==> src/design/rc_vehicle_drive_controller_defines.svh <==
// ----------------------------------------------------------------------------
// RC vehicle drive controller: assertion macros
// Shared assertion wrappers; define ASSERT_OFF to compile them out.
// ----------------------------------------------------------------------------
`ifndef RC_VEHICLE_DRIVE_CONTROLLER_DEFINES_SVH
`define RC_VEHICLE_DRIVE_CONTROLLER_DEFINES_SVH
`ifndef ASSERT_OFF
// Implication check on the rising clock, held off during reset.
`define RCD_ASSERT_IMPL(lbl, clk, rst_n, ante, cons) \
  lbl: assert property (@(posedge clk) disable iff (!rst_n) (ante) |-> (cons)) \
    else $error("rcd assertion failed");
// Next-cycle implication check.
`define RCD_ASSERT_NEXT(lbl, clk, rst_n, ante, cons) \
  lbl: assert property (@(posedge clk) disable iff (!rst_n) (ante) |=> (cons)) \
    else $error("rcd assertion failed");
// Plain invariant.
`define RCD_ASSERT_ALWAYS(lbl, clk, rst_n, expr) \
  lbl: assert property (@(posedge clk) disable iff (!rst_n) (expr)) \
    else $error("rcd assertion failed");
`else
`define RCD_ASSERT_IMPL(lbl, clk, rst_n, ante, cons)
`define RCD_ASSERT_NEXT(lbl, clk, rst_n, ante, cons)
`define RCD_ASSERT_ALWAYS(lbl, clk, rst_n, expr)
`endif
`endif

==> src/design/rcd_pkg.sv <==
`timescale 1ns / 1ps
// ----------------------------------------------------------------------------
// rcd_pkg
// Types and constants shared by the drive controller modules.
// ----------------------------------------------------------------------------
package rcd_pkg;

  typedef enum logic [2:0] {
    ST_IDLE,
    ST_CALC,
    ST_DIV,
    ST_MUL,
    ST_EMIT
  } state_t;

  typedef struct packed {
    logic load;
    logic calc;
    logic div_step;
    logic mul;
    logic emit;
  } cmd_t;

  typedef struct packed {
    logic need_div;
    logic div_last;
    logic out_hold;
  } stat_t;

  typedef struct packed {
    logic [1:0]  steer_mode;
    logic [11:0] center_position;
    logic [11:0] left_position;
    logic [11:0] right_position;
  } cfg_t;

  localparam logic [1:0] MODE_PULSE    = 2'd0;
  localparam logic [1:0] MODE_FEEDBACK = 2'd1;
  localparam logic [1:0] MODE_OPEN     = 2'd2;

  localparam logic [1:0] REG_STEER_MODE = 2'd0;
  localparam logic [1:0] REG_CENTER     = 2'd1;
  localparam logic [1:0] REG_LEFT       = 2'd2;
  localparam logic [1:0] REG_RIGHT      = 2'd3;

  localparam logic [1:0]  RST_STEER_MODE = MODE_PULSE;
  localparam logic [11:0] RST_CENTER     = 12'd2048;
  localparam logic [11:0] RST_LEFT       = 12'd1024;
  localparam logic [11:0] RST_RIGHT      = 12'd3072;

  localparam int unsigned BTN_FRONT     = 0;
  localparam int unsigned BTN_AUX       = 3;
  localparam int unsigned BTN_GEAR_DOWN = 4;
  localparam int unsigned BTN_GEAR_UP   = 5;

  localparam logic [3:0] HAT_UP   = 4'd0;
  localparam logic [3:0] HAT_DOWN = 4'd4;

  localparam logic signed [3:0] GEAR_RESET   = 4'sd1;
  localparam logic signed [3:0] GEAR_TOP     = 4'sd4;
  localparam logic signed [3:0] GEAR_REVERSE = -4'sd1;

  localparam logic [11:0] PULSE_MIN      = 12'd512;
  localparam logic [11:0] CENTER_TOL     = 12'd192;
  localparam logic [11:0] SIDE_TOL       = 12'd96;
  localparam logic [11:0] DEFAULT_TOL    = 12'd160;
  localparam logic [7:0]  TRIG_DEADZONE  = 8'd12;
  localparam logic [8:0]  LEVEL_LOW      = 9'd64;
  localparam logic [8:0]  LEVEL_HIGH     = 9'd256;
  localparam logic [8:0]  POWER_CENTER   = 9'd192;
  localparam logic [7:0]  CENTER_SETTLE  = 8'd10;

  localparam int unsigned DIV_STEPS = 25;

  function automatic logic [1:0] next_level(input logic [1:0] lv);
    logic [1:0] res;
    case (lv)
      2'd0:    res = 2'd1;
      2'd1:    res = 2'd2;
      default: res = 2'd0;
    endcase
    return res;
  endfunction

  function automatic logic [8:0] intensity(input logic [1:0] lv);
    logic [8:0] res;
    case (lv)
      2'd0:    res = 9'd0;
      2'd2:    res = LEVEL_HIGH;
      default: res = LEVEL_LOW;
    endcase
    return res;
  endfunction

  function automatic logic [11:0] absdiff(input logic [11:0] a, input logic [11:0] b);
    return (a > b) ? a - b : b - a;
  endfunction

endpackage

==> src/design/rcd_in_if.sv <==
`timescale 1ns / 1ps
// ----------------------------------------------------------------------------
// rcd_in_if
// Gamepad tick channel: one word per control tick.
// ----------------------------------------------------------------------------
interface rcd_in_if;
  logic        valid;
  logic        ready;
  logic [15:0] buttons_held;
  logic [15:0] buttons_changed;
  logic [3:0]  hat_direction;
  logic [7:0]  stick_x;
  logic [7:0]  brake_trigger;
  logic [7:0]  throttle_trigger;
  logic [11:0] feedback_sample;

  modport source (
    output valid, buttons_held, buttons_changed, hat_direction, stick_x,
           brake_trigger, throttle_trigger, feedback_sample,
    input  ready
  );
  modport sink (
    input  valid, buttons_held, buttons_changed, hat_direction, stick_x,
           brake_trigger, throttle_trigger, feedback_sample,
    output ready
  );
endinterface

==> src/design/rcd_out_if.sv <==
`timescale 1ns / 1ps
// ----------------------------------------------------------------------------
// rcd_out_if
// PWM level channel: one word per control tick.
// ----------------------------------------------------------------------------
interface rcd_out_if;
  logic        valid;
  logic        ready;
  logic [11:0] servo_level_a;
  logic [11:0] servo_level_b;
  logic [8:0]  servo_drive;
  logic [8:0]  motor_forward;
  logic [8:0]  motor_reverse;
  logic [8:0]  front_light;
  logic [8:0]  tail_light;
  logic [8:0]  aux_light;

  modport source (
    output valid, servo_level_a, servo_level_b, servo_drive, motor_forward,
           motor_reverse, front_light, tail_light, aux_light,
    input  ready
  );
  modport sink (
    input  valid, servo_level_a, servo_level_b, servo_drive, motor_forward,
           motor_reverse, front_light, tail_light, aux_light,
    output ready
  );
endinterface

==> src/design/rcd_ctrl.sv <==
`timescale 1ns / 1ps
// ----------------------------------------------------------------------------
// rcd_ctrl
// Sequencer for one tick: latch, evaluate, divide, interpolate, emit.
// ----------------------------------------------------------------------------
module rcd_ctrl (
  input  logic           clk,
  input  logic           rst_n,
  input  logic           in_valid,
  output logic           in_ready,
  input  rcd_pkg::stat_t stat,
  output rcd_pkg::cmd_t  cmd
);

  rcd_pkg::state_t state_r, state_nxt;

  always_ff @(posedge clk) begin
    if (!rst_n) begin
      state_r <= rcd_pkg::ST_IDLE;
    end else begin
      state_r <= state_nxt;
    end
  end

  always_comb begin
    state_nxt = state_r;
    cmd       = '0;
    in_ready  = 1'b0;
    case (state_r)
      rcd_pkg::ST_IDLE: begin
        in_ready = 1'b1;
        if (in_valid) begin
          cmd.load  = 1'b1;
          state_nxt = rcd_pkg::ST_CALC;
        end
      end
      rcd_pkg::ST_CALC: begin
        cmd.calc  = 1'b1;
        state_nxt = stat.need_div ? rcd_pkg::ST_DIV : rcd_pkg::ST_MUL;
      end
      rcd_pkg::ST_DIV: begin
        cmd.div_step = 1'b1;
        if (stat.div_last) begin
          state_nxt = rcd_pkg::ST_MUL;
        end
      end
      rcd_pkg::ST_MUL: begin
        cmd.mul   = 1'b1;
        state_nxt = rcd_pkg::ST_EMIT;
      end
      rcd_pkg::ST_EMIT: begin
        // hold until the output register is free
        if (!stat.out_hold) begin
          cmd.emit  = 1'b1;
          state_nxt = rcd_pkg::ST_IDLE;
        end
      end
      default: begin
        state_nxt = rcd_pkg::ST_IDLE;
      end
    endcase
  end

endmodule

==> src/design/rcd_dp.sv <==
`timescale 1ns / 1ps
// ----------------------------------------------------------------------------
// rcd_dp
// Tick datapath: vehicle state, steering target, divider, output register.
// ----------------------------------------------------------------------------
module rcd_dp (
  input  logic           clk,
  input  logic           rst_n,
  input  rcd_pkg::cfg_t  cfg,
  input  rcd_pkg::cmd_t  cmd,
  output rcd_pkg::stat_t stat,
  input  logic [15:0]    in_buttons_held,
  input  logic [15:0]    in_buttons_changed,
  input  logic [3:0]     in_hat_direction,
  input  logic [7:0]     in_stick_x,
  input  logic [7:0]     in_brake_trigger,
  input  logic [7:0]     in_throttle_trigger,
  input  logic [11:0]    in_feedback_sample,
  input  logic           out_ready,
  output logic           out_valid,
  output logic [11:0]    out_servo_level_a,
  output logic [11:0]    out_servo_level_b,
  output logic [8:0]     out_servo_drive,
  output logic [8:0]     out_motor_forward,
  output logic [8:0]     out_motor_reverse,
  output logic [8:0]     out_front_light,
  output logic [8:0]     out_tail_light,
  output logic [8:0]     out_aux_light
);

  // latched tick
  logic [15:0] press_r;
  logic [3:0]  hat_r;
  logic [7:0]  lx_r, l2_r, r2_r;
  logic [11:0] cur_r;

  // vehicle state
  logic [1:0]        front_r, aux_r;
  logic signed [3:0] gear_r;
  logic [7:0]        ticks_r;

  // steering work registers
  logic        c_ok_r, l_ok_r, r_ok_r;
  logic [11:0] pos0_r, pos1_r, den_r, rem_r, tgt_r;
  logic [24:0] quo_r;
  logic        neg_r;
  logic [4:0]  cnt_r;
  logic        out_valid_r;

  // ---- evaluation ----
  logic [1:0]        front_nxt, aux_nxt;
  logic signed [3:0] gear_nxt;
  logic [7:0]        wa, wb;
  logic [11:0]       pb;
  logic [19:0]       tsum;
  logic [11:0]       tgt, dc, dl, dr;
  logic              c_ok, l_ok, r_ok, interp, need_div;
  logic signed [13:0] range_s, num_s;
  logic [12:0]       num_abs;
  logic [11:0]       sel;

  always_comb begin
    front_nxt = press_r[rcd_pkg::BTN_FRONT] ? rcd_pkg::next_level(front_r) : front_r;
    aux_nxt   = press_r[rcd_pkg::BTN_AUX] ? rcd_pkg::next_level(aux_r) : aux_r;
    gear_nxt  = gear_r;
    if (press_r[rcd_pkg::BTN_GEAR_DOWN] && gear_nxt > 4'sd0) begin
      gear_nxt = gear_nxt - 4'sd1;
    end
    if (press_r[rcd_pkg::BTN_GEAR_UP] && gear_nxt >= 4'sd0 && gear_nxt < rcd_pkg::GEAR_TOP) begin
      gear_nxt = gear_nxt + 4'sd1;
    end
    if (hat_r == rcd_pkg::HAT_UP) begin
      gear_nxt = rcd_pkg::GEAR_RESET;
    end else if (hat_r == rcd_pkg::HAT_DOWN) begin
      gear_nxt = rcd_pkg::GEAR_REVERSE;
    end

    // stick onto calibrated positions
    if (!lx_r[7]) begin
      wa = lx_r;
      wb = 8'd128 - lx_r;
      pb = cfg.left_position;
    end else begin
      wa = 8'd255 - lx_r;
      wb = lx_r - 8'd127;
      pb = cfg.right_position;
    end
    tsum = 20'(cfg.center_position * wa) + 20'(pb * wb);
    tgt  = tsum[18:7];
    dc   = rcd_pkg::absdiff(tgt, cfg.center_position);
    dl   = rcd_pkg::absdiff(tgt, cfg.left_position);
    dr   = rcd_pkg::absdiff(tgt, cfg.right_position);
    c_ok = dc < rcd_pkg::CENTER_TOL;
    l_ok = dl < rcd_pkg::SIDE_TOL;
    r_ok = dr < rcd_pkg::SIDE_TOL;

    interp  = 1'b0;
    range_s = '0;
    num_s   = '0;
    sel     = tgt;
    if (c_ok) begin
      sel = cfg.center_position;
    end else if (l_ok) begin
      sel = cfg.left_position;
    end else if (r_ok) begin
      sel = cfg.right_position;
    end else if (dl < dr) begin
      interp  = 1'b1;
      range_s = $signed({2'b00, cfg.center_position}) - $signed({2'b00, cfg.left_position})
                - 14'sd96;
      num_s   = $signed({2'b00, tgt}) - $signed({2'b00, cfg.left_position}) + 14'sd96;
    end else begin
      interp  = 1'b1;
      range_s = $signed({2'b00, cfg.right_position}) - $signed({2'b00, cfg.center_position})
                - 14'sd288;
      num_s   = $signed({2'b00, tgt}) - $signed({2'b00, cfg.center_position}) - 14'sd192;
    end
    num_abs  = num_s[13] ? 13'(-num_s) : num_s[12:0];
    need_div = (cfg.steer_mode == rcd_pkg::MODE_FEEDBACK) && interp && (range_s > 14'sd0);
  end

  // ---- restoring divider step ----
  logic [12:0] div_sh, div_sub;
  logic        div_bit;
  always_comb begin
    div_sh  = {rem_r, quo_r[24]};
    div_sub = div_sh - {1'b0, den_r};
    div_bit = div_sh >= {1'b0, den_r};
  end

  // ---- interpolation multiply ----
  logic signed [25:0] w_s;
  logic signed [12:0] d_s;
  logic signed [38:0] prod_s;
  logic signed [39:0] r_s;
  logic [11:0]        tgt_fin;
  always_comb begin
    w_s    = neg_r ? -$signed({1'b0, quo_r}) : $signed({1'b0, quo_r});
    d_s    = $signed({1'b0, pos1_r}) - $signed({1'b0, pos0_r});
    prod_s = 39'(d_s * w_s);
    r_s    = $signed({16'd0, pos0_r, 12'd0}) + 40'(prod_s);
    if (r_s < 40'sd0) begin
      tgt_fin = '0;
    end else if (r_s[39:24] != 16'd0) begin
      tgt_fin = 12'd4095;
    end else begin
      tgt_fin = r_s[23:12];
    end
  end

  // ---- result assembly ----
  logic [11:0] sa, sb, diff;
  logic [8:0]  power, fwd, rev, speed, amt;
  logic [7:0]  dev;
  logic [2:0]  gabs;
  logic        brake;
  always_comb begin
    sa    = '0;
    sb    = '0;
    power = '0;
    diff  = rcd_pkg::absdiff(tgt_r, cur_r);
    gabs  = gear_r[3] ? 3'(-gear_r) : gear_r[2:0];
    dev   = (lx_r <= 8'd128) ? 8'd128 - lx_r : lx_r - 8'd127;
    amt   = {dev, 1'b0};
    if (amt < 9'(rcd_pkg::TRIG_DEADZONE)) begin
      amt = '0;
    end
    case (cfg.steer_mode)
      rcd_pkg::MODE_PULSE: begin
        sa = rcd_pkg::PULSE_MIN + {1'b0, lx_r, 3'b000};
        sb = rcd_pkg::PULSE_MIN + {gabs, 9'd0};
      end
      rcd_pkg::MODE_FEEDBACK: begin
        power = 9'(diff[11:6]) + rcd_pkg::POWER_CENTER;
        if (l_ok_r || r_ok_r) begin
          power = rcd_pkg::LEVEL_HIGH;
        end else if (c_ok_r) begin
          power = rcd_pkg::POWER_CENTER;
        end
        if (diff < rcd_pkg::DEFAULT_TOL) begin
          power = '0;
        end
        if (c_ok_r && ticks_r >= rcd_pkg::CENTER_SETTLE) begin
          sa = '0;
        end else if (cur_r < tgt_r || r_ok_r) begin
          sa = 12'd256;
        end else begin
          sb = 12'd256;
        end
      end
      default: begin
        power = rcd_pkg::LEVEL_HIGH;
        if (lx_r <= 8'd128) begin
          sb = {3'd0, amt};
        end else begin
          sa = {3'd0, amt};
        end
      end
    endcase

    brake = l2_r >= rcd_pkg::TRIG_DEADZONE;
    speed = {1'b0, brake ? l2_r : r2_r} + 9'd1;
    if (speed < 9'(rcd_pkg::TRIG_DEADZONE)) begin
      speed = '0;
    end
    if (brake) begin
      fwd = speed;
      rev = speed;
    end else if (gear_r < 4'sd0) begin
      fwd = '0;
      rev = speed;
    end else begin
      fwd = speed;
      rev = '0;
    end
  end

  // ---- control registers ----
  always_ff @(posedge clk) begin
    if (!rst_n) begin
      front_r     <= '0;
      aux_r       <= '0;
      gear_r      <= rcd_pkg::GEAR_RESET;
      ticks_r     <= '0;
      cnt_r       <= '0;
      out_valid_r <= 1'b0;
    end else begin
      if (cmd.calc) begin
        front_r <= front_nxt;
        aux_r   <= aux_nxt;
        gear_r  <= gear_nxt;
        if (cfg.steer_mode == rcd_pkg::MODE_FEEDBACK) begin
          if (!c_ok) begin
            ticks_r <= '0;
          end else if (ticks_r != 8'd255) begin
            ticks_r <= ticks_r + 8'd1;
          end
        end
        cnt_r <= '0;
      end else if (cmd.div_step) begin
        cnt_r <= cnt_r + 5'd1;
      end
      if (cmd.emit) begin
        out_valid_r <= 1'b1;
      end else if (out_ready) begin
        out_valid_r <= 1'b0;
      end
    end
  end

  // ---- payload registers ----
  always_ff @(posedge clk) begin
    if (cmd.load) begin
      press_r <= in_buttons_held & in_buttons_changed;
      hat_r   <= in_hat_direction;
      lx_r    <= in_stick_x;
      l2_r    <= in_brake_trigger;
      r2_r    <= in_throttle_trigger;
      cur_r   <= in_feedback_sample;
    end
    if (cmd.calc) begin
      c_ok_r <= c_ok;
      l_ok_r <= l_ok;
      r_ok_r <= r_ok;
      rem_r  <= '0;
      den_r  <= range_s[11:0];
      if (need_div) begin
        pos0_r <= interp && (dl < dr) ? cfg.left_position : cfg.center_position;
        pos1_r <= interp && (dl < dr) ? cfg.center_position : cfg.right_position;
        quo_r  <= {num_abs[12:0], 12'd0};
        neg_r  <= num_s[13];
      end else begin
        // no division (no interpolation, other mode or degenerate range): weight 0 at pos0
        pos0_r <= (interp && (dl < dr)) ? cfg.left_position :
                  (interp ? cfg.center_position : sel);
        pos1_r <= sel;
        quo_r  <= '0;
        neg_r  <= 1'b0;
      end
    end else if (cmd.div_step) begin
      if (div_bit) begin
        rem_r <= div_sub[11:0];
      end else begin
        rem_r <= div_sh[11:0];
      end
      quo_r <= {quo_r[23:0], div_bit};
    end
    if (cmd.mul) begin
      tgt_r <= tgt_fin;
    end
    if (cmd.emit) begin
      out_servo_level_a <= sa;
      out_servo_level_b <= sb;
      out_servo_drive   <= power;
      out_motor_forward <= fwd;
      out_motor_reverse <= rev;
      out_front_light   <= rcd_pkg::intensity(front_r);
      out_tail_light    <= brake ? rcd_pkg::LEVEL_HIGH :
                           ((front_r != 2'd0) ? rcd_pkg::LEVEL_LOW : 9'd0);
      out_aux_light     <= rcd_pkg::intensity(aux_r);
    end
  end

  assign out_valid      = out_valid_r;
  assign stat.need_div  = need_div;
  assign stat.div_last  = cnt_r == 5'(rcd_pkg::DIV_STEPS - 1);
  assign stat.out_hold  = out_valid_r && !out_ready;

endmodule

==> src/design/rc_vehicle_drive_controller.sv <==
`timescale 1ns / 1ps
// ----------------------------------------------------------------------------
// rc_vehicle_drive_controller
// One control tick of a gamepad-driven RC car: lights, gear, steering, motor.
// ----------------------------------------------------------------------------
//  Channel  | Direction | Handshake              | Word
//  in_ch    | sink      | valid/ready            | gamepad tick + steering sample
//  out_ch   | source    | valid/ready            | servo, motor and light levels
//  cfg      | slave     | APB psel/penable/pready| steer mode, calibrated positions
//
// A word passes the evaluate and interpolation multiply steps and is loaded into
// the output register in the emit step; the next word is taken only once the
// sequencer is back in idle. In feedback mode with an interpolated target and a
// positive range, the 25-step restoring divider that forms the interpolation weight runs first.
// rst_n is synchronous: lights off, gear 1, counter 0, registers to defaults.
// A finished word waits in the output register; the next word is accepted
// meanwhile and holds in the emit step only if the previous one is still there.
// ----------------------------------------------------------------------------
`include "rc_vehicle_drive_controller_defines.svh"

module rc_vehicle_drive_controller (
  input  logic        clk,
  input  logic        rst_n,
  rcd_in_if.sink      in_ch,
  rcd_out_if.source   out_ch,
  input  logic        psel,
  input  logic        penable,
  input  logic        pwrite,
  input  logic [3:0]  paddr,
  input  logic [31:0] pwdata,
  output logic [31:0] prdata,
  output logic        pready
);

  rcd_pkg::cfg_t  cfg_r;
  rcd_pkg::cmd_t  cmd;
  rcd_pkg::stat_t stat;
  logic           cfg_wr;

  // Register file: write on the access phase, index by word address.
  assign pready = 1'b1;
  assign cfg_wr = psel && penable && pwrite && pready;

  always_ff @(posedge clk) begin
    if (!rst_n) begin
      cfg_r.steer_mode      <= rcd_pkg::RST_STEER_MODE;
      cfg_r.center_position <= rcd_pkg::RST_CENTER;
      cfg_r.left_position   <= rcd_pkg::RST_LEFT;
      cfg_r.right_position  <= rcd_pkg::RST_RIGHT;
    end else if (cfg_wr) begin
      case (paddr[3:2])
        rcd_pkg::REG_STEER_MODE: cfg_r.steer_mode      <= pwdata[1:0];
        rcd_pkg::REG_CENTER:     cfg_r.center_position <= pwdata[11:0];
        rcd_pkg::REG_LEFT:       cfg_r.left_position   <= pwdata[11:0];
        rcd_pkg::REG_RIGHT:      cfg_r.right_position  <= pwdata[11:0];
        default: ;
      endcase
    end
  end

  // Read back the addressed register.
  always_comb begin
    case (paddr[3:2])
      rcd_pkg::REG_STEER_MODE: prdata = {30'd0, cfg_r.steer_mode};
      rcd_pkg::REG_CENTER:     prdata = {20'd0, cfg_r.center_position};
      rcd_pkg::REG_LEFT:       prdata = {20'd0, cfg_r.left_position};
      rcd_pkg::REG_RIGHT:      prdata = {20'd0, cfg_r.right_position};
      default:                 prdata = '0;
    endcase
  end

  // Sequencer: accept in idle, then advance through evaluate/divide/multiply/emit.
  rcd_ctrl u_ctrl (
    .clk      (clk),
    .rst_n    (rst_n),
    .in_valid (in_ch.valid),
    .in_ready (in_ch.ready),
    .stat     (stat),
    .cmd      (cmd)
  );

  // Datapath: holds vehicle state and the output register.
  rcd_dp u_dp (
    .clk                 (clk),
    .rst_n               (rst_n),
    .cfg                 (cfg_r),
    .cmd                 (cmd),
    .stat                (stat),
    .in_buttons_held     (in_ch.buttons_held),
    .in_buttons_changed  (in_ch.buttons_changed),
    .in_hat_direction    (in_ch.hat_direction),
    .in_stick_x          (in_ch.stick_x),
    .in_brake_trigger    (in_ch.brake_trigger),
    .in_throttle_trigger (in_ch.throttle_trigger),
    .in_feedback_sample  (in_ch.feedback_sample),
    .out_ready           (out_ch.ready),
    .out_valid           (out_ch.valid),
    .out_servo_level_a   (out_ch.servo_level_a),
    .out_servo_level_b   (out_ch.servo_level_b),
    .out_servo_drive     (out_ch.servo_drive),
    .out_motor_forward   (out_ch.motor_forward),
    .out_motor_reverse   (out_ch.motor_reverse),
    .out_front_light     (out_ch.front_light),
    .out_tail_light      (out_ch.tail_light),
    .out_aux_light       (out_ch.aux_light)
  );

  // An accepted word blocks the input until its result is emitted.
  `RCD_ASSERT_NEXT(a_accept_blocks, clk, rst_n, in_ch.valid && in_ch.ready, !in_ch.ready)
  // A fresh result appears only as the sequencer returns to idle.
  `RCD_ASSERT_IMPL(a_emit_idle, clk, rst_n, $rose(out_ch.valid), in_ch.ready)
  // The last divider step hands over to the interpolation multiply.
  `RCD_ASSERT_NEXT(a_div_to_mul, clk, rst_n, cmd.div_step && stat.div_last, cmd.mul)
  // At most one datapath command per cycle.
  `RCD_ASSERT_ALWAYS(a_cmd_onehot, clk, rst_n, $onehot0(cmd))

endmodule
==> src/flat_wrapper.sv <==
// flat-port wrapper written by rule: the top's interface ports become plain ports
module rc_vehicle_drive_controller_flat 
  (clk, rst_n, psel, penable, pwrite, paddr, pwdata, prdata, pready, in_ch_valid, in_ch_buttons_held, in_ch_buttons_changed, in_ch_hat_direction, in_ch_stick_x, in_ch_brake_trigger, in_ch_throttle_trigger, in_ch_feedback_sample, in_ch_ready, out_ch_valid, out_ch_servo_level_a, out_ch_servo_level_b, out_ch_servo_drive, out_ch_motor_forward, out_ch_motor_reverse, out_ch_front_light, out_ch_tail_light, out_ch_aux_light, out_ch_ready);
  rcd_in_if in_ch_i ();
  rcd_out_if out_ch_i ();
  input  logic clk;
  input  logic rst_n;
  input  logic psel;
  input  logic penable;
  input  logic pwrite;
  input  logic [3:0] paddr;
  input  logic [31:0] pwdata;
  output logic [31:0] prdata;
  output logic pready;
  input wire logic [$bits(in_ch_i.valid)-1:0] in_ch_valid;
  input wire logic [$bits(in_ch_i.buttons_held)-1:0] in_ch_buttons_held;
  input wire logic [$bits(in_ch_i.buttons_changed)-1:0] in_ch_buttons_changed;
  input wire logic [$bits(in_ch_i.hat_direction)-1:0] in_ch_hat_direction;
  input wire logic [$bits(in_ch_i.stick_x)-1:0] in_ch_stick_x;
  input wire logic [$bits(in_ch_i.brake_trigger)-1:0] in_ch_brake_trigger;
  input wire logic [$bits(in_ch_i.throttle_trigger)-1:0] in_ch_throttle_trigger;
  input wire logic [$bits(in_ch_i.feedback_sample)-1:0] in_ch_feedback_sample;
  output wire logic [$bits(in_ch_i.ready)-1:0] in_ch_ready;
  output wire logic [$bits(out_ch_i.valid)-1:0] out_ch_valid;
  output wire logic [$bits(out_ch_i.servo_level_a)-1:0] out_ch_servo_level_a;
  output wire logic [$bits(out_ch_i.servo_level_b)-1:0] out_ch_servo_level_b;
  output wire logic [$bits(out_ch_i.servo_drive)-1:0] out_ch_servo_drive;
  output wire logic [$bits(out_ch_i.motor_forward)-1:0] out_ch_motor_forward;
  output wire logic [$bits(out_ch_i.motor_reverse)-1:0] out_ch_motor_reverse;
  output wire logic [$bits(out_ch_i.front_light)-1:0] out_ch_front_light;
  output wire logic [$bits(out_ch_i.tail_light)-1:0] out_ch_tail_light;
  output wire logic [$bits(out_ch_i.aux_light)-1:0] out_ch_aux_light;
  input wire logic [$bits(out_ch_i.ready)-1:0] out_ch_ready;
  assign in_ch_i.valid = in_ch_valid;
  assign in_ch_i.buttons_held = in_ch_buttons_held;
  assign in_ch_i.buttons_changed = in_ch_buttons_changed;
  assign in_ch_i.hat_direction = in_ch_hat_direction;
  assign in_ch_i.stick_x = in_ch_stick_x;
  assign in_ch_i.brake_trigger = in_ch_brake_trigger;
  assign in_ch_i.throttle_trigger = in_ch_throttle_trigger;
  assign in_ch_i.feedback_sample = in_ch_feedback_sample;
  assign in_ch_ready = in_ch_i.ready;
  assign out_ch_valid = out_ch_i.valid;
  assign out_ch_servo_level_a = out_ch_i.servo_level_a;
  assign out_ch_servo_level_b = out_ch_i.servo_level_b;
  assign out_ch_servo_drive = out_ch_i.servo_drive;
  assign out_ch_motor_forward = out_ch_i.motor_forward;
  assign out_ch_motor_reverse = out_ch_i.motor_reverse;
  assign out_ch_front_light = out_ch_i.front_light;
  assign out_ch_tail_light = out_ch_i.tail_light;
  assign out_ch_aux_light = out_ch_i.aux_light;
  assign out_ch_i.ready = out_ch_ready;
  rc_vehicle_drive_controller u_core (.clk(clk), .rst_n(rst_n), .in_ch(in_ch_i), .out_ch(out_ch_i), .psel(psel), .penable(penable), .pwrite(pwrite), .paddr(paddr), .pwdata(pwdata), .prdata(prdata), .pready(pready));
endmodule
==> config.mk <==
export PLATFORM = sky130hd
export DESIGN_NAME = rc_vehicle_drive_controller_flat
export DESIGN_NICKNAME = d
export VERILOG_FILES = /design/src/design/rcd_pkg.sv /design/src/design/rcd_in_if.sv /design/src/design/rcd_out_if.sv /design/src/design/rcd_ctrl.sv /design/src/design/rcd_dp.sv /design/src/design/rc_vehicle_drive_controller.sv /design/src/flat_wrapper.sv
export VERILOG_INCLUDE_DIRS = /design/src /design/src/design
export SDC_FILE = /design/constraint.sdc
export NUM_CORES = 2
export LEC_CHECK = 0
export ABC_CLOCK_PERIOD_IN_PS = 11800
export BUFFER_PORTS_ARGS = -buffer_cell sky130_fd_sc_hd__buf_4
export CAP_MARGIN = 20
export CORE_MARGIN = 5
export CORE_UTILIZATION = 58
export DETAILED_ROUTE_END_ITERATION = 6
export PLACE_DENSITY_LB_ADDON = 0.08
export SLEW_MARGIN = 30
export SYNTH_ARGS = -nofsm -noshare
export SYNTH_HDL_FRONTEND = slang
export SYNTH_SLANG_ARGS = --single-unit
export TNS_END_PERCENT = 10
==> constraint.sdc <==
create_clock -name clk -period 11.8 [get_ports clk]
set_input_delay 2.36 -clock clk [delete_from_list [all_inputs] [get_ports clk]]
set_output_delay 2.36 -clock clk [all_outputs]
set_load 0.005 [all_outputs]
==> summary.md <==
| Metric | Value |
|---|---|
| Fillers | between 5000 and 6000 |
| Worst Path Arrival | around 12000 ps |
| H-tree depth | 1 |
| Final setup vio count | 0 |
| Area leader, netlist | fa_1 |
| Slew margin rel. | 32.3% |
| Detailed-route wire length per cell | 20.3 um |
| Sequential area share after synthesis | between 10% and 20% |
| Vias | roughly 31000 |
| Vias per cell | approximately 5.7 |
| Share of cells above drive strength 1 | around 14% |
| Post-Syn Instances | 4283 |
| Post-Route Skew | 24.3 ps |
| Nets | between 5000 and 6000 |
| Register area | 6760 um^2 |
| RR Endpoint | u_core.u_dp.pos1_r[10]$_DFFE_PP_ |
| Endpoint class of the critical path | flop |
| Vias in the first global route | 30700 |
| Most frequent CP cell | fa_1 |
| Drt first-iter violations | 2563 |
| Detailed Route WL | 110000 um |
| Initial core utilization | about three fifths |
| Antenna Nets Post-Route | 0 |
| Dpl hpwl | ~89000 um |
| TritonCTS clock tree | yes |
| I/O Buffers | 137 |
| Hold Crit Endpoint | u_core.u_dp.rem_r[11]$_SDFFE_PP0N_ |
| First-pass detailed-route iteration total | 7 |
| Status | completed |
| Distinct cells, synth | 98 |
| Initial antenna violation count | 1 |
| CTS clk-pin slew, worst paths | 60 ps |
| Die extent in y | 266 um |
| Critical Path Max Stage Delay | 600 ps |
| Hold depth | 1 |
| Synth top area share | 24.6% |
| Data required, critical path | 12120 ps |
| Unrepaired setup endpoints after global routing | true |
| F_max | 85.6 MHz |
| Gr ovfl total | 0 |
| Critical path class | flop to flop |
| First-pass GRT wire length | 171000 um |
| Clock root cell | clkbuf_16 |
| Setup TNS | 0 ps |
| Max clock buf depth | 3 |
| Mapped Area | 37900 um^2 |
| Post-synthesis register bit count | 250 |
| Synthesis Warnings | 0 |
| Crit Path Max Fanout | 5 |
| Measured slew at the worst slew-check pin | between 1000 and 1500 ps |
| Fin worst setup slack | 118 ps |
| CTS buffer count | 30 |
| Worst R2R Setup Slack | 120 ps |
| Die Width | 266 um |
| Final RePlAce weighted congestion | 1.02 |
| Post-Place Worst Slack | -106 ps |
| Min cycle time layout | 11680 ps |
| Fraction of registers with async set/reset | 0% |
| Max Cap Violations | 0 |
| Clock latency on the worst-skew pair | 590 ps |
| Clock sinks | 250 |
| Period utilisation layout | 99.0% |
| Row cnt | 93 |
| Most frequent cell after synthesis | inv_1 |
| Worst hold start | u_core.u_dp.rem_r[11]$_SDFFE_PP0N_ |
| EDFF count, synth | approximately 180 |
| Final Util | 66.4% |
| Synth cell count leaders | inv_1, fa_1, nand2_1 |
| Worst hold path class | flop to flop |
| R2R depth | 46 |
| Critical R2R Launch | u_core.u_dp.lx_r[0]$_DFFE_PP_ |
| Largest cells by area after synthesis | fa_1, edfxtp_1, ha_1 |
| Top FF cell, synth | edfxtp_1 |
| Startpoint types | flop |
| Pin count of the biggest net entering global routing | 55 |
| Gr usage total | 30.6% |
| Core area | 64600 um^2 |
| Final Hold Viols | 0 |
| Syn avg cell area | roughly 8.8 um^2 |
| Drc violations | 0 |
| Slowest CP cell | fa_1 |
| Slew Limit Fails | 0 |
| Multi-input gate area | 28200 um^2 |
| Die area | 70500 um^2 |
| Ports | 228 |
| Area Growth Syn to Fin | 13.2% |
## routing by layer
layer	track usage [%]	up-vias	part of all wire [%]
met5	0	-	0
met2	51.1	1095	48
met1	41.0	15300	41
met4	12.3	0	5.2
li1	-	14500	-
met3	3.76	238	6.4
## cells by family after synthesis
kind of cell / synth area share [%]
AOI/OAI and AO/OA: 12.5
xor gates and xnor gates: 5.51
DFF: 17.8
and+or+nand+nor: 15.9
adders and majority gates: 35.5
buffers and inverters: 9.42
other: 0.0198
muxes: 3.28
## placed cells by master, fill, tap and decap left out, types with 24 or more instances in the layout
cell       instances
a21boi_0          33
nand2_1          461
nand3_1           40
o21a_1            37
a21o_1            52
and2_1            63
a211oi_1          29
nand2b_1          55
nor2b_1           62
nor2_1           384
conb_1            44
xnor2_1          122
a21oi_1          165
inv_1            674
fa_1             463
clkbuf_16         32
o21ai_0          117
dfxtp_1           75
o211ai_1          24
ha_1             323
edfxtp_1         175
buf_4            394
mux2i_1           94
nor3_1            57
nand4_1           31
xor2_1           102
## worst max-delay path by stage
stage	start	endpoint	slack (ps)
final	u_core.u_dp.lx_r[0]$_DFFE_PP_	u_core.u_dp.pos1_r[10]$_DFFE_PP_	120
after global routing	u_core.u_dp.lx_r[1]$_DFFE_PP_	u_core.u_dp.pos1_r[11]$_DFFE_PP_	-280
after CTS	u_core.u_dp.lx_r[0]$_DFFE_PP_	u_core.u_dp.pos1_r[7]$_DFFE_PP_	0.5
after detailed placement	u_core.u_dp.lx_r[1]$_DFFE_PP_	u_core.u_dp.pos1_r[4]$_DFFE_PP_	-110
after global placement	u_core.u_dp.lx_r[1]$_DFFE_PP_	u_core.u_dp.pos1_r[11]$_DFFE_PP_	-1
after floorplan	u_core.u_dp.lx_r[0]$_DFFE_PP_	u_core.u_dp.quo_r[24]$_DFFE_PP_	20
## registers in the layout, indices dropped and copies added (netlist names), 5 cells and up
name                           count
u_core.u_dp.rem_r                 12
u_core.u_dp.lx_r                   8
u_core.u_dp.l2_r                   8
u_core.u_dp.pos1_r                12
u_core.u_dp.ticks_r                8
u_core.u_dp.cur_r                 12
u_core.u_dp.tgt_r                 12
u_core.cfg_r                      38
u_core.u_dp.cnt_r                  5
u_core.u_dp.quo_r                 25
u_core.u_dp.r2_r                   8
u_core.u_dp.out_servo_drive        8
u_core.u_dp.out_motor_reverse      9
u_core.u_dp.out_servo_level_b     11
u_core.u_dp.out_motor_forward      9
u_core.u_dp.pos0_r                12
u_core.u_dp.out_servo_level_a     11
u_core.u_dp.den_r                 12
## worst max-delay path: cells and delay by family (launching register included)
family	cells	cell delay [ps]
fa+ha+maj	10	4110
xor+xnor	3	390
mux	3	1000
simple gates	12	2040
buf+inv	5	510
compound gates	13	2860
flops	1	490
## metrics by stage
step,std cells,instance area (um^2),hold slack (ps)
after CTS,5423,42400,477
final,5434,42900,473
after floorplan,4325,38200,443
after detailed placement,5366,41300,463
after global routing,5434,42900,513
after global placement,5366,41300,466
## cell type report
class / instances / share of cell area, %
antenna: 1 / 0.00584
clock buffer: 38 / 1.91
clock inverter: 18 / 0.604
inverter: 681 / 5.96
multi-input combinational: 3185 / 65.9
sequential: 250 / 15.8
tap: 855 / 2.50
timing repair buffer: 406 / 7.37
## timing repair
| item | 4_1_cts | 5_1_grt |
|---|---|---|
| resized for setup | 7 | 64 |
| endpoints found under the setup margin | 27 | 30 |
| hold buffers | 0 | 0 |
| pin swaps | 8 | 25 |
| cloned | 0 | 2 |
| endpoints found under the hold margin | 0 | 0 |
| buffers inserted | 1 | 8 |
Power is not shown: default switching activity piles up to over one toggle a cycle in this logic, so the estimate is an artifact.
